[src/hdl/http_byte_range_parser_defines.svh]
// assertion helpers shared by the range parser rtl
`ifndef HTTP_BYTE_RANGE_PARSER_DEFINES_SVH
`define HTTP_BYTE_RANGE_PARSER_DEFINES_SVH

// same-cycle implication, quiet while reset is high
`define BRP_ASSERT_NOW(label, clk, rst, ante, cons, msg) \
   label: assert property (@(posedge clk) disable iff (rst) (ante) |-> (cons)) \
      else $error(msg);

// next-cycle implication, quiet while reset is high
`define BRP_ASSERT_NEXT(label, clk, rst, ante, cons, msg) \
   label: assert property (@(posedge clk) disable iff (rst) (ante) |=> (cons)) \
      else $error(msg);

`endif

[src/hdl/brp_pkg.sv]
package brp_pkg;

   localparam int SizeWidth = 48;
   localparam int EndWidth  = 49;
   localparam int AccWidth  = 64;

   localparam logic [2:0] PrefixLen = 3'd6;
   localparam logic [AccWidth-1:0] LimitDiv10 = 64'd922337203685477580;

   localparam logic [7:0] CharDash  = 8'h2d;
   localparam logic [7:0] CharPlus  = 8'h2b;
   localparam logic [7:0] CharZero  = 8'h30;
   localparam logic [7:0] CharNine  = 8'h39;
   localparam logic [7:0] CharUpA   = 8'h41;
   localparam logic [7:0] CharUpZ   = 8'h5a;
   localparam logic [7:0] CaseShift = 8'h20;

   // register index of resource_size
   localparam logic CsrResourceSize = 1'b0;

   typedef enum logic [3:0] {
      PhLead   = 4'b0001,
      PhPrefix = 4'b0010,
      PhStart  = 4'b0100,
      PhEnd    = 4'b1000
   } phase_type;

   typedef struct packed {
      logic closed;
      logic digit;
      logic seen;
   } token_flags_type;

   typedef struct packed {
      phase_type              phase;
      logic [2:0]             prefix_index;
      logic [AccWidth-1:0]    start_value;
      logic [AccWidth-1:0]    end_value;
      token_flags_type        start_flags;
      token_flags_type        end_flags;
      logic                   error;
   } parse_state_type;

   typedef struct packed {
      logic                       specified;
      logic                       valid;
      logic [SizeWidth-1:0]       start;
      logic signed [EndWidth-1:0] range_end;
   } result_type;

   localparam parse_state_type StateIdle = '{
      phase:        PhLead,
      prefix_index: 3'd0,
      start_value:  '0,
      end_value:    '0,
      start_flags:  '0,
      end_flags:    '0,
      error:        1'b0
   };

   // lower-case "bytes="
   function automatic logic [7:0] prefix_char(input logic [2:0] idx);
      logic [7:0] ch;
      case (idx)
         3'd0:    ch = 8'h62;
         3'd1:    ch = 8'h79;
         3'd2:    ch = 8'h74;
         3'd3:    ch = 8'h65;
         3'd4:    ch = 8'h73;
         3'd5:    ch = 8'h3d;
         default: ch = 8'h00;
      endcase
      return ch;
   endfunction

endpackage

[src/hdl/brp_step.sv]
module brp_step (
   input  brp_pkg::parse_state_type cur,
   input  logic [7:0]               char_in,
   output brp_pkg::parse_state_type nxt
);

   logic                          blank;
   logic                          is_digit;
   logic [7:0]                    lc;
   logic [7:0]                    digit8;
   logic [3:0]                    digit;
   logic                          use_end;
   logic [brp_pkg::AccWidth-1:0]  acc;
   logic [brp_pkg::AccWidth-1:0]  acc_next;
   brp_pkg::token_flags_type      flags;
   brp_pkg::token_flags_type      flags_next;
   logic                          tok_err;
   brp_pkg::phase_type            ph;

   assign blank    = char_in inside {8'd32, [8'd9:8'd13]};
   assign is_digit = char_in inside {[brp_pkg::CharZero:brp_pkg::CharNine]};
   assign lc       = (char_in inside {[brp_pkg::CharUpA:brp_pkg::CharUpZ]}) ?
                     char_in + brp_pkg::CaseShift : char_in;
   assign digit8   = char_in - brp_pkg::CharZero;
   assign digit    = digit8[3:0];
   assign use_end  = (cur.phase == brp_pkg::PhEnd);
   assign acc      = use_end ? cur.end_value : cur.start_value;
   assign flags    = use_end ? cur.end_flags : cur.start_flags;

   // one token byte: sign, digit accumulate (x8 + x2 + d) or close on whitespace
   always_comb begin
      acc_next   = acc;
      flags_next = flags;
      tok_err    = 1'b0;
      if (blank) begin
         if (flags.seen) flags_next.closed = 1'b1;
      end else if (flags.closed) begin
         tok_err = 1'b1;
      end else if (char_in == brp_pkg::CharPlus) begin
         if (flags.seen) tok_err = 1'b1;
         else flags_next.seen = 1'b1;
      end else if (is_digit) begin
         flags_next.seen  = 1'b1;
         flags_next.digit = 1'b1;
         if (acc > brp_pkg::LimitDiv10 ||
             (acc == brp_pkg::LimitDiv10 && digit > 4'd7)) begin
            tok_err = 1'b1;
         end else begin
            acc_next = {acc[brp_pkg::AccWidth-4:0], 3'b000}
                     + {acc[brp_pkg::AccWidth-2:0], 1'b0}
                     + {{(brp_pkg::AccWidth-4){1'b0}}, digit};
         end
      end else begin
         tok_err = 1'b1;
      end
   end

   always_comb begin
      nxt = cur;
      ph  = cur.phase;
      if (cur.phase == brp_pkg::PhLead && !blank) begin
         ph        = brp_pkg::PhPrefix;
         nxt.phase = brp_pkg::PhPrefix;
      end
      if (!(cur.phase == brp_pkg::PhLead && blank) && !cur.error) begin
         case (ph)
            brp_pkg::PhPrefix: begin
               if (cur.prefix_index >= brp_pkg::PrefixLen ||
                   lc != brp_pkg::prefix_char(cur.prefix_index)) begin
                  nxt.error = 1'b1;
               end else begin
                  nxt.prefix_index = cur.prefix_index + 3'd1;
                  if (cur.prefix_index == brp_pkg::PrefixLen - 3'd1)
                     nxt.phase = brp_pkg::PhStart;
               end
            end
            brp_pkg::PhStart: begin
               if (char_in == brp_pkg::CharDash) begin
                  nxt.phase = brp_pkg::PhEnd;
               end else begin
                  nxt.start_value = acc_next;
                  nxt.start_flags = flags_next;
                  nxt.error       = tok_err;
               end
            end
            brp_pkg::PhEnd: begin
               nxt.end_value = acc_next;
               nxt.end_flags = flags_next;
               nxt.error     = tok_err;
            end
            default: ;
         endcase
      end
   end

endmodule

[src/hdl/brp_eval.sv]
module brp_eval (
   input  brp_pkg::parse_state_type      fin,
   input  logic [brp_pkg::SizeWidth-1:0] size,
   output brp_pkg::result_type           res
);

   logic [brp_pkg::AccWidth-1:0]  size_w;
   logic [brp_pkg::EndWidth-1:0]  def_end;
   logic [brp_pkg::SizeWidth-1:0] size_m1;
   logic                          start_lt_size;
   logic                          end_ge_start;
   logic                          end_ge_size;
   logic                          size_gt_end;
   logic                          end_ok;
   logic [brp_pkg::SizeWidth-1:0] clamp_end;

   assign size_w        = {{(brp_pkg::AccWidth-brp_pkg::SizeWidth){1'b0}}, size};
   // wraps to -1 for an empty resource
   assign def_end       = {1'b0, size} - {{(brp_pkg::EndWidth-1){1'b0}}, 1'b1};
   assign size_m1       = size - {{(brp_pkg::SizeWidth-1){1'b0}}, 1'b1};
   assign start_lt_size = fin.start_value < size_w;
   assign end_ge_start  = fin.end_value >= fin.start_value;
   assign end_ge_size   = fin.end_value >= size_w;
   assign size_gt_end   = size_w > fin.end_value;
   assign end_ok        = !fin.end_flags.seen || (fin.end_flags.digit && end_ge_start);
   assign clamp_end     = (!fin.end_flags.seen || end_ge_size) ? size_m1 :
                          fin.end_value[brp_pkg::SizeWidth-1:0];

   always_comb begin
      res.specified = 1'b1;
      res.valid     = 1'b0;
      res.start     = '0;
      res.range_end = def_end;
      if (fin.phase == brp_pkg::PhLead) begin
         res.specified = 1'b0;
         res.valid     = 1'b1;
      end else if (!fin.error && fin.phase == brp_pkg::PhEnd) begin
         if (!fin.start_flags.seen) begin
            // suffix form: last n bytes
            if (fin.end_flags.digit && fin.end_value != '0) begin
               res.valid = 1'b1;
               res.start = size_gt_end ?
                           size - fin.end_value[brp_pkg::SizeWidth-1:0] : '0;
            end
         end else if (fin.start_flags.digit && start_lt_size && end_ok) begin
            res.valid     = 1'b1;
            res.start     = fin.start_value[brp_pkg::SizeWidth-1:0];
            res.range_end = {1'b0, clamp_end};
         end
      end
   end

endmodule

[src/hdl/http_byte_range_parser.sv]
// channel    dir  handshake        payload
// req_       in   tvalid/tready    tdata[7:0] header byte, tlast last byte
// rsp_       out  tvalid/tready    tdata start/end, tuser specified/valid
// csr_       in   apb, pready=1    resource_size at byte address 0
//
// one header byte per cycle while no last beat waits on a stalled result; a result is
// presented once the last beat has passed the input register, snapshot and result register.
// the parser state is a single 64-bit multiply-by-ten accumulate per byte,
// and the range decision works on a snapshot taken at the last byte.
// reset is synchronous and clears all handshake state, the parser state and
// resource_size. a stalled result only holds back a following last beat.
`include "http_byte_range_parser_defines.svh"

module http_byte_range_parser (
   input  logic         clock,
   input  logic         reset,

   input  logic         req_tvalid,
   output logic         req_tready,
   input  logic [7:0]   req_tdata,   // [7:0] header_byte
   input  logic         req_tlast,   // last_byte

   output logic         rsp_tvalid,
   input  logic         rsp_tready,
   output logic [103:0] rsp_tdata,   // [47:0] range_start, [96:48] range_end, rest zero
   output logic [1:0]   rsp_tuser,   // [0] range_specified, [1] range_valid

   input  logic         csr_psel,
   input  logic         csr_penable,
   input  logic         csr_pwrite,
   input  logic [3:0]   csr_paddr,
   input  logic [63:0]  csr_pwdata,
   output logic [63:0]  csr_prdata,
   output logic         csr_pready
);

   logic                          size_wr;
   logic [brp_pkg::SizeWidth-1:0] size_ff;
   logic [brp_pkg::SizeWidth-1:0] size_in;

   logic                          in_v_ff;
   logic                          in_v_in;
   logic [7:0]                    in_byte_ff;
   logic                          in_last_ff;
   logic                          req_accept;
   logic                          in_move;

   brp_pkg::parse_state_type      state_ff;
   brp_pkg::parse_state_type      state_in;
   brp_pkg::parse_state_type      step_next;

   logic                          snap_v_ff;
   logic                          snap_v_in;
   brp_pkg::parse_state_type      snap_ff;
   logic                          snap_ready;
   logic                          snap_move;

   brp_pkg::result_type           eval_res;
   brp_pkg::result_type           rsp_ff;
   logic                          rsp_v_ff;
   logic                          rsp_v_in;
   logic                          out_ready;

   // configuration
   assign csr_pready = 1'b1;
   assign size_wr    = csr_psel && csr_penable && csr_pwrite && csr_pready &&
                       (csr_paddr[3] == brp_pkg::CsrResourceSize);
   assign size_in    = size_wr ? csr_pwdata[brp_pkg::SizeWidth-1:0] : size_ff;
   assign csr_prdata = (csr_paddr[3] == brp_pkg::CsrResourceSize) ?
                       {{(64-brp_pkg::SizeWidth){1'b0}}, size_ff} : '0;

   // handshake chain
   assign out_ready  = !rsp_v_ff || rsp_tready;
   assign snap_ready = !snap_v_ff || out_ready;
   assign snap_move  = snap_v_ff && out_ready;
   assign in_move    = in_v_ff && (!in_last_ff || snap_ready);
   assign req_tready = !in_v_ff || in_move;
   assign req_accept = req_tvalid && req_tready;

   assign in_v_in   = req_accept ? 1'b1 : (in_move ? 1'b0 : in_v_ff);
   assign snap_v_in = (in_move && in_last_ff) ? 1'b1 : (snap_move ? 1'b0 : snap_v_ff);
   assign rsp_v_in  = snap_move ? 1'b1 : (rsp_tready ? 1'b0 : rsp_v_ff);

   brp_step u_step (
      .cur     (state_ff),
      .char_in (in_byte_ff),
      .nxt     (step_next)
   );

   // the last beat hands its state to the snapshot and restarts the parser
   assign state_in = !in_move  ? state_ff :
                     in_last_ff ? brp_pkg::StateIdle : step_next;

   brp_eval u_eval (
      .fin  (snap_ff),
      .size (size_ff),
      .res  (eval_res)
   );

   always_ff @(posedge clock) begin
      if (reset) begin
         size_ff   <= '0;
         in_v_ff   <= 1'b0;
         snap_v_ff <= 1'b0;
         rsp_v_ff  <= 1'b0;
         state_ff  <= brp_pkg::StateIdle;
      end else begin
         size_ff   <= size_in;
         in_v_ff   <= in_v_in;
         snap_v_ff <= snap_v_in;
         rsp_v_ff  <= rsp_v_in;
         state_ff  <= state_in;
      end
   end

   always_ff @(posedge clock) begin
      if (req_accept) begin
         in_byte_ff <= req_tdata;
         in_last_ff <= req_tlast;
      end
      if (in_move && in_last_ff) snap_ff <= step_next;
      if (snap_move) rsp_ff <= eval_res;
   end

   assign rsp_tvalid = rsp_v_ff;
   assign rsp_tdata  = {7'b0, rsp_ff.range_end, rsp_ff.start};
   assign rsp_tuser  = {rsp_ff.valid, rsp_ff.specified};

   `BRP_ASSERT_NEXT(a_restart_after_last, clock, reset, in_move && in_last_ff,
      state_ff.phase == brp_pkg::PhLead && !state_ff.error && state_ff.prefix_index == 3'd0,
      "parser state not cleared after last beat")
   `BRP_ASSERT_NOW(a_result_from_snapshot, clock, reset, $rose(rsp_v_ff),
      $past(snap_v_ff), "result appeared without a snapshot")
   `BRP_ASSERT_NOW(a_invalid_start_zero, clock, reset, rsp_v_ff && !rsp_ff.valid,
      rsp_ff.start == '0 && rsp_ff.specified, "invalid range with nonzero start")
   `BRP_ASSERT_NOW(a_blank_is_valid, clock, reset, rsp_v_ff && !rsp_ff.specified,
      rsp_ff.valid && rsp_ff.start == '0, "blank header not reported as valid")

endmodule

[config.mk]
export PLATFORM = sky130hd
export DESIGN_NAME = http_byte_range_parser
export DESIGN_NICKNAME = d
export VERILOG_FILES = /design/src/hdl/brp_pkg.sv /design/src/hdl/brp_step.sv /design/src/hdl/brp_eval.sv /design/src/hdl/http_byte_range_parser.sv
export VERILOG_INCLUDE_DIRS = /design/src /design/src/hdl
export SDC_FILE = /design/constraint.sdc
export NUM_CORES = 1
export LEC_CHECK = 0
export BUFFER_PORTS_ARGS = -buffer_cell sky130_fd_sc_hd__buf_2
export CAP_MARGIN = 15
export CORE_MARGIN = 2
export CORE_UTILIZATION = 55
export CTS_BUF_LIST = sky130_fd_sc_hd__clkbuf_4 sky130_fd_sc_hd__clkbuf_8
export CTS_CLUSTER_DIAMETER = 30
export DETAILED_ROUTE_END_ITERATION = 12
export PLACE_DENSITY = 0.74
export RECOVER_POWER = 100
export SLEW_MARGIN = 15
export SYNTH_ARGS = -nofsm -noshare
export SYNTH_HDL_FRONTEND = slang
export SYNTH_SLANG_ARGS = --single-unit
[constraint.sdc]
create_clock -name clock -period 9.52 [get_ports clock]
set_input_delay 0 -clock clock [delete_from_list [all_inputs] [get_ports clock]]
set_output_delay 0 -clock clock [all_outputs]
set_load 0.05 [all_outputs]
==> flow_results.org, run 1 <==
** Timing
- The clock period could shrink to 7.62 ns.
- In this run the tightest slew margin relative to its limit is -164%.
- Final cycle utilization of the critical path :: roughly four fifths
- Clock skew on the completed layout was measured at 0.0340 ns.
- Slew at the pin closest to its max-slew limit :: 3.96 ns
- RSZ-0062 raised after global routing :: false
- Total negative slack for setup checks :: 0 ns
- Setup violations remaining at the end of the flow were counted as 0.
- The final hold violation count is 0.
- For this run, the top clock speed supported by timing is around 130 MHz.
- Final max-slew violation count :: 759

** Clock network
- TritonCTS built the clock tree.
- The number of hold buffers added after CTS was 118.
- Num CTS Buffers :: slightly below 100
- At the later pin of the worst-skew pair, clock insertion delay measures 0.72 ns.
- After clock tree synthesis, the clock-pin slew on the worst setup and hold paths is 0.06 ns.
- Post-CTS repair changed the size of 0 cells.
- Maximum buffer depth of the clock tree :: 3
- The H-tree was split into 3 levels.
- The number of setup buffers added after CTS is 0.
- Counting every sink on the clock net gives 438.
- CTS placed an instance of sky130_fd_sc_hd__clkbuf_8 at the clock tree root.

** Synth
- Yosys reg bits :: 438
- In this run, synthesis inferred around 250 flip-flops with an integrated enable.
- For this run, the number of Yosys warnings is 0.
- Prevailing post-synth register cell :: sky130_fd_sc_hd__edfxtp_1
- Counting every instance in the synthesized netlist gives ~3,700.
- The share of the Yosys chip area taken by registers is 36.4%.
- Post-Synthesis Mean Instance Area :: around 8.4 sq um
- The number of different library cells used by synthesis comes to 89.
- Async SR Flop Fraction :: 0%
- Cell Area, Synth :: between 30,000 and 40,000 sq um

** Power
- Seq pwr share :: 40.8%
- Of the total power, the clock network draws between 40% and 50%.
- Net switching is between 20% and 30% of the power.
- The share of total power dissipated in combinational logic is approximately 11%.
- VDD sags by at most ~0.11 mV.
- Pleak :: 15.3 nW
- In this run the power density over the cells is 142 nW/um^2.
- Net switching power :: 1.33 mW
- Cell-internal power :: around 3.7 mW

** Placed design
- The wire-length estimate of the detail-placed layout is between 60,000 and 70,000 um.
- Number of input and output port buffers inserted :: 213
- The congestion estimate from routability-driven global placement came to 0.943.
- Placed inst area :: 32,100 sq um

** Floorplanning
- Floorplan core area :: 55,200 sq um
- Once the floorplan was initialized, standard cells occupied 55.8% of the core.
- Overall die height :: 241 um
- The die covers 57,900 sq um.
- Placement Rows :: 86
- Die extent in x :: 241 um
- IO Pins :: 257

** Critical path
- Critical-path cell list :: inv_1 -> ha_1 -> inv_1 -> fa_1 -> a21o_1 -> a21oi_1 -> o21ai_0 -> a311o_1 -> a221oi_1 -> o21ai_0 -> a221oi_1 -> a311oi_1 -> and2_0 -> inv_1 -> clkbuf_1 -> o21ai_0
- Counting both buffers and inverters, the worst setup path holds a total of 4.
- CP startpoint kind :: flip-flop
- Delay contributed by the slowest stage of the critical path :: approximately 1.2 ns
- Data on the critical path is required at its endpoint by approximately 9.8 ns.
- Along the worst path, the maximum fanout reaches 35.
- Data on the critical path arrives at its endpoint at between 7 and 8 ns.
- Slowest CP cell :: sky130_fd_sc_hd__clkbuf_1
- Element type at the critical path end :: flip-flop
- CP top delay family :: compound AO/OA/AOI/OAI gates
- The setup path with the least slack is of type reg -> reg.

** Drt
- Via count of the routed design :: around 28,000
- After the first detailed-routing iteration, the DRC count stood at 2,792.
- After detailed routing, the total wire length is 93,500 um.
- Average routed wire per standard cell :: 19.7 um
- Routed via count divided by cell count :: 5.92
- In this run the remaining antenna-violating nets after routing total 0.
- First-pass DRT Iterations :: 5
- For this run, design rule violations remaining after detail routing come to 0.

** Global route
- Wire length of the first global-routing pass :: roughly 140,000 um
- Largest net degree at the start of global routing :: 147
- The number of antenna violations at the first check in global routing was 1.
- Total global-route track usage :: 31.7%
- After global routing the overflow that remains totals 0.
- The number of global-route vias before repair is 26,400.

** Hold path
- Hold WC Path Type :: in -> reg

** Flow run
- Max Cap Violations :: 15

** Final layout
- Synthesis-to-finish area growth :: 14.7%
- Number of inserted filler cells in the final layout :: 4,762
- In the final design database the tool counted 4,261 nets.
- After routing the design area is roughly 35,000 sq um.
- For this run, the share of the core covered by cells in the final layout is between 60% and 70%.
- Fraction of final layout cells with drive strength greater than 1 :: 7.11%

** Outcome
- The flow ran to the end, but the final reports show violations.
- Violations in the final reports :: capacitance limit, slew limit
[placed cells by master (no fill, tap or decap), types with 15 or more instances in the layout]
| cell | count |
|---|---|
| sky130_fd_sc_hd__a211oi_1 | 19 |
| sky130_fd_sc_hd__a21o_1 | 106 |
| sky130_fd_sc_hd__a21oi_1 | 249 |
| sky130_fd_sc_hd__a22o_1 | 94 |
| sky130_fd_sc_hd__a31oi_1 | 26 |
| sky130_fd_sc_hd__and3_1 | 19 |
| sky130_fd_sc_hd__buf_2 | 63 |
| sky130_fd_sc_hd__clkbuf_1 | 160 |
| sky130_fd_sc_hd__clkbuf_8 | 105 |
| sky130_fd_sc_hd__conb_1 | 24 |
| sky130_fd_sc_hd__dfxtp_1 | 193 |
| sky130_fd_sc_hd__dlygate4sd3_1 | 118 |
| sky130_fd_sc_hd__edfxtp_1 | 245 |
| sky130_fd_sc_hd__ha_1 | 261 |
| sky130_fd_sc_hd__inv_1 | 215 |
| sky130_fd_sc_hd__mux2i_1 | 89 |
| sky130_fd_sc_hd__nand2_1 | 694 |
| sky130_fd_sc_hd__nand2b_1 | 15 |
| sky130_fd_sc_hd__nand3_1 | 95 |
| sky130_fd_sc_hd__nand4_1 | 61 |
| sky130_fd_sc_hd__nor2_1 | 210 |
| sky130_fd_sc_hd__nor2b_1 | 22 |
| sky130_fd_sc_hd__nor3_1 | 59 |
| sky130_fd_sc_hd__nor4_1 | 55 |
| sky130_fd_sc_hd__o21a_1 | 22 |
| sky130_fd_sc_hd__o21ai_0 | 246 |
| sky130_fd_sc_hd__o21bai_1 | 25 |
| sky130_fd_sc_hd__o31ai_1 | 15 |
| sky130_fd_sc_hd__xnor2_1 | 133 |
| sky130_fd_sc_hd__xor2_1 | 68 |
[routing by layer]
layer  track usage (%)  share of wire [%]  up-vias
met2              50.1                 45     1244
li1                  -                  -    13500
met1              43.7                 44    13200
met4              12.6                3.2        0
met3              5.06                8.3      175
met5                 0                  0        -
[path summary, 6_finish.rpt]
path | slack, ns | endpoint | depth (start not counted) | from
worst max-delay path | 1.90 | rsp_tdata[4]$_SDFFCE_PP0P_ | 16 | size_ff[0]$_SDFFE_PP0P_
worst min-delay path | 0.10 | size_ff[30]$_SDFFE_PP0P_ | 5 | csr_psel
worst max register to register | 1.90 | rsp_tdata[4]$_SDFFCE_PP0P_ | 16 | size_ff[0]$_SDFFE_PP0P_
worst min register to register | 0.49 | state_ff[132]$_SDFFE_PP0P_ | 2 | state_ff[132]$_SDFFE_PP0P_
[registers in the layout (all words and copies together) (netlist names)]
signal / flops
in_last_ff: 1
snap_ff: 137
in_v_ff: 1
size_ff: 48
rsp_tvalid: 1
in_byte_ff: 8
rsp_tdata: 97
rsp_tuser: 2
snap_v_ff: 1
state_ff: 142
[Yosys cell counts (6+ instances only)]
master	n	area (sq um)
sky130_fd_sc_hd__a22o_1	94	823
sky130_fd_sc_hd__mux2_2	9	101
sky130_fd_sc_hd__nand2b_1	15	93.8
sky130_fd_sc_hd__or2_2	9	56.3
sky130_fd_sc_hd__and3_1	19	119
sky130_fd_sc_hd__inv_1	214	803
sky130_fd_sc_hd__a21oi_1	247	1240
sky130_fd_sc_hd__o21ai_1	19	95.1
sky130_fd_sc_hd__o31ai_1	14	105
sky130_fd_sc_hd__nor4_1	55	344
sky130_fd_sc_hd__dfxtp_1	193	3860
sky130_fd_sc_hd__o21ai_0	232	1160
sky130_fd_sc_hd__or4_1	6	45.0
sky130_fd_sc_hd__o21a_1	22	165
sky130_fd_sc_hd__nand2_1	695	2610
sky130_fd_sc_hd__nor2b_1	23	144
sky130_fd_sc_hd__xnor2_1	133	1160
sky130_fd_sc_hd__a22oi_1	6	45.0
sky130_fd_sc_hd__o41ai_1	6	52.6
sky130_fd_sc_hd__a211oi_1	18	135
sky130_fd_sc_hd__nor3_1	59	295
sky130_fd_sc_hd__edfxtp_1	245	7360
sky130_fd_sc_hd__ha_1	261	3270
sky130_fd_sc_hd__nand4_1	61	382
sky130_fd_sc_hd__a21o_1	106	796
sky130_fd_sc_hd__and2_1	17	106
sky130_fd_sc_hd__buf_2	20	100
sky130_fd_sc_hd__clkbuf_1	149	559
sky130_fd_sc_hd__nand3_1	96	480
sky130_fd_sc_hd__buf_4	31	233
sky130_fd_sc_hd__a221o_1	6	60.1
sky130_fd_sc_hd__a2111oi_0	7	61.3
sky130_fd_sc_hd__o211ai_1	13	97.6
sky130_fd_sc_hd__a31oi_1	26	163
sky130_fd_sc_hd__o21bai_1	25	188
sky130_fd_sc_hd__mux2i_1	89	891
sky130_fd_sc_hd__a211o_1	7	61.3
sky130_fd_sc_hd__nor2_1	213	800
sky130_fd_sc_hd__buf_1	20	75.1
sky130_fd_sc_hd__xor2_1	68	596
[power by group through the flow]
| stage | Clock (mW) | Sequential [mW] | Combinational, mW |
|---|---|---|---|
| floorplan | 0 | 2.12 | 0.366 |
| global placement | 0 | 2.09 | 0.518 |
| detailed placement | 0 | 2.09 | 0.523 |
| CTS | 2.44 | 2.05 | 0.553 |
| global route | 2.54 | 2.05 | 0.602 |
| finish | 2.42 | 2.05 | 0.555 |
[per-stage QoR]
stage	setup WS (ns)	hold WS, ns	total power, mW	std cells
after floorplan	3.73	0.0989	2.49	3684
final	1.90	0.103	5.03	4746
after CTS	3.51	0.00153	5.04	4744
after global placement	3.58	0.177	2.61	4444
after detailed placement	3.54	0.178	2.61	4444
after global routing	1.54	0.0837	5.19	4746
[cells by family (layout without fill, tap and decap cells)]
kind of cell,Yosys count,after routing,share of synthesized area (%)
AO/OA/AOI/OAI,916,916,19.2
multiplexers,98,98,3.22
flip-flops,438,438,36.4
XOR/XNOR,201,201,5.72
buffers and inverters,439,751,5.87
other,2,26,0.0244
AND/OR/NAND/NOR,1304,1304,18.8
adder cells (fa/ha/maj),264,264,10.8
[cell type report]
cell class / instances / area [sq um] / area share, %
antenna: 2 / 5.00 / 0.0142
clock inverter: 63 / 748 / 2.12
timing repair buffer: 354 / 2200 / 6.24
inverter: 215 / 807 / 2.28
sequential: 438 / 11200 / 31.8
tap: 748 / 936 / 2.65
multi-input combinational: 2807 / 17900 / 50.6
clock buffer: 119 / 1550 / 4.39
[tightest hold or removal path, stage by stage]
cell                       delay, ns
sky130_fd_sc_hd__buf_2          0.09
sky130_fd_sc_hd__nand4b_1       0.09
sky130_fd_sc_hd__buf_4          0.31
sky130_fd_sc_hd__nand2_1        0.16
sky130_fd_sc_hd__a21oi_1        0.07
(Power assumes the default switching activity.)
==> run 2: changes to the inputs <==
- PLACE_DENSITY: 0.74 -> 0.77
- clock period: 9.52 -> 6.1 ns (I/O delays scaled with it)
==> flow_results.org, run 2 (synthesis results as in run 1) <==
** Floorplanning
- The die is 241 um wide.
- The initialized floorplan defines 86 standard-cell rows.
- The floorplan step set the die height to 241 um.
- Die footprint :: ~58,000 sq um
- Floorplan core area :: approximately 55,000 sq um
- Once the floorplan was initialized, standard cells occupied between 50% and 60% of the core.
- IO Pins :: 257

** Drt
- Via count of the routed design :: 28,400
- The pre-antenna-repair detailed-routing pass consisted of 6 iterations.
- The first routing iteration left 2,766 violations.
- Routed via count divided by cell count :: 6.00
- Number of design rule violations left after detail routing :: 0
- The routed design has 94,500 um of wire.
- Antenna Violating Nets Remaining :: 0
- After detailed routing, the average wire length per cell comes to 19.9 um.

** Clock network
- Clock-pin slew was measured on the worst setup and hold paths at 0.06 ns.
- In this run the number of H-tree levels came out at 3.
- Maximum buffer depth of the clock tree :: 3
- Worst skew pair latency :: 0.70 ns
- The clock net in this run drives a total of between 400 and 500 sinks.
- Gates resized during post-CTS repair numbered 0.
- Num CTS Buffers :: between 80 and 90
- TritonCTS built the clock tree.
- Root buffer cell :: sky130_fd_sc_hd__clkbuf_8

** Timing
- Slew at the pin closest to its max-slew limit :: 3.07 ns
- Achievable frequency :: 173 MHz
- Worst relative slew slack :: -105%
- The number of max-slew violations in the final report is 550.
- Crit path time final :: 5.77 ns
- Total negative slack for setup checks :: 0 ns
- RSZ-0062 raised after global routing :: false
- Final setup violation count :: 0
- Worst setup skew after layout :: 0.0500 ns
- The tightest hold path in the finished design has a slack of 0.0459 ns.
- PnR worst setup slack :: roughly 0.33 ns
- The final hold violation count is 0.
- In the finished design, the share of the clock period the worst path needs comes to between 90% and 100%.

** Critical path
- The critical path crosses 17 cells after its start point.
- Reg2reg end :: rsp_tdata[0]$_SDFFCE_PP0P_
- Counting both buffers and inverters, the worst setup path holds a total of 5.
- The critical path ends at rsp_tdata[0]$_SDFFCE_PP0P_.
- Most Frequent Cell on Critical Path :: sky130_fd_sc_hd__inv_1
- CP top delay family :: compound AO/OA/AOI/OAI gates
- Counting cells, the worst reg-to-reg path comes to 17.
- Across all register-to-register paths, the minimum setup slack is 0.33 ns.
- Critical R2R Launch :: size_ff[0]$_SDFFE_PP0P_
- The worst setup path is captured at a flip-flop.
- The worst setup path is launched from a flip-flop.
- Walking the worst path, the cells encountered are inv_1 -> ha_1 -> inv_1 -> fa_1 -> a21o_1 -> a21oi_2 -> o21ai_1 -> a311o_1 -> a221oi_1 -> buf_4 -> o21ai_1 -> a221oi_1 -> a311oi_1 -> and2_1 -> inv_1 -> dlymetal6s4s_1 -> o21ai_0.
- Among all stages on the critical path, the largest delay is contributed by sky130_fd_sc_hd__dlymetal6s4s_1.
- Req. time, crit path :: 6.45 ns
- Kind of critical path :: reg -> reg
- The critical path starts at size_ff[0]$_SDFFE_PP0P_.
- WP data arrival :: 6.12 ns
- Of all nets on the critical path, the largest fanout is 35.
- The largest single stage delay on the critical path is 1.08 ns.

** Final layout
- Summing all non-filler instances in the final layout gives an area of 35,000 sq um.
- The final layout contains 4,264 nets.
- Compared with the post-synthesis result, the final layout area differs by 13.8%.
- Counting flops per register, the top entry is state_ff.
- The register with the most flip-flops in the layout has 142 of them.
- Cells with a size suffix above 1 make up 7.22% of the layout.
- Leaving out fill and tap cells, the most frequent cell in the layout is sky130_fd_sc_hd__nand2_1.
- In the layout the commonest cells are sky130_fd_sc_hd__nand2_1, sky130_fd_sc_hd__ha_1, sky130_fd_sc_hd__a21oi_1, sky130_fd_sc_hd__edfxtp_1, sky130_fd_sc_hd__o21ai_0.

** Global route
- Via count of the first global-routing pass :: 26,700
- Number of antenna violations at the first check in global routing :: 1
- For this run, the total global-route usage over all layers was measured as 32.0%.
- Global routing finished with a remaining overflow of 0.
- Entering global routing, the biggest net connects around 80 pins.
- Wire length of the first global-routing pass :: 146,000 um

** Placed design
- The count of buffers added on input and output ports is 213.
- Prior to clock tree synthesis, the placed netlist has a worst setup slack of 0.313 ns.
- Half-perimeter wire length after placement :: just under 70,000 um
- After detailed placement, the total cell area comes to 32,300 sq um.
- The congestion estimate from routability-driven global placement came to 0.946.

** Power
- Seq pwr share :: 43.8%
- Cell-internal power :: 5.34 mW
- For this design the static power due to leakage is approximately 15 nW.
- Total design power :: 7.31 mW
- In this run, the clock network consumes 44.2% of the power.
- The share of total power dissipated in combinational logic is around an eighth.
- Peak supply drop :: 0.155 mV
- Fraction of power spent switching nets :: 27.0%
- Summed over all nets, the switching power comes to 1.97 mW.
- Power density relative to cell area :: 209 nW/um^2

** Hold path
- The path class of the tightest hold or removal check is in -> reg.
- Hold path start :: req_tlast

** Outcome
- The flow ran to the end, but the final reports show violations.
- Violations in the final reports :: capacitance limit, slew limit

** Flow run
- Max-cap violations in this run came to 12.
## run 2: changes by cell type in the layout (fill, tap and decap cells not counted), sizes merged
| cell | change |
|---|---|
| buf | +11 |
| dlymetal6s4s | +1 |
| diode | -1 |
| clkbuf | -1 |
| clkinv | -7 |
| dlygate4sd3 | -3 |
| inv | -1 |
| bufinv | -7 |
## run 2: worst min path at each step
stage                              end  slack, ns  cells after the start
6_report          in_last_ff$_DFFE_PP_       0.05                      2
5_1_grt           in_last_ff$_DFFE_PP_       0.04                      2
4_1_cts        in_byte_ff[1]$_DFFE_PP_     0.0005                      2
3_5_place_dp   in_byte_ff[6]$_DFFE_PP_       0.18                      1
3_3_place_gp   in_byte_ff[7]$_DFFE_PP_       0.18                      1
2_1_floorplan  in_byte_ff[0]$_DFFE_PP_        0.1                      0
## run 2: final cells by class
type                    count  area [sq um]
clock buffers             114          1460
multi-input cells        2807         17900
diodes                      1          2.50
fillers                  4772         20200
flip-flops and latches    438         11200
clock inverters            48           467
repair buffers            367          2290
inverters                 215           807
well taps                 748           936
## run 2: power by group through the flow
| stage | logic [mW] | clock network (mW) | registers [mW] |
|---|---|---|---|
| 5_1_grt | 0.943 | 3.40 | 3.20 |
| 4_1_cts | 0.872 | 3.27 | 3.20 |
| 3_5_place_dp | 0.826 | 0 | 3.26 |
| 3_3_place_gp | 0.817 | 0 | 3.26 |
| 6_report | 0.876 | 3.23 | 3.20 |
| 2_1_floorplan | 0.572 | 0 | 3.32 |
## run 2: stage by stage
step,cells,utilization [%]
floorplan,3684,-
detailed placement,4459,58.4
global route,4738,63.5
global placement,4459,58.4
finish,4738,63.5
CTS,4736,64.0
## run 2: routing by layer
layer | wire length, um | global-route usage (%) | share of wire [%]
met1 | 40200 | 43.4 | 43
met4 | 2920 | 11.7 | 3.1
met2 | 42700 | 51.3 | 45
met3 | 8690 | 5.52 | 9.2
met5 | 0 | 0 | 0
## run 2: repair_timing
item / 4_1_cts / 5_1_grt
endpoints found under the hold margin: 81 / 0
hold buffers: 115 / 0
endpoints found under the setup margin: 0 / 7
buffers inserted: 0 / 1
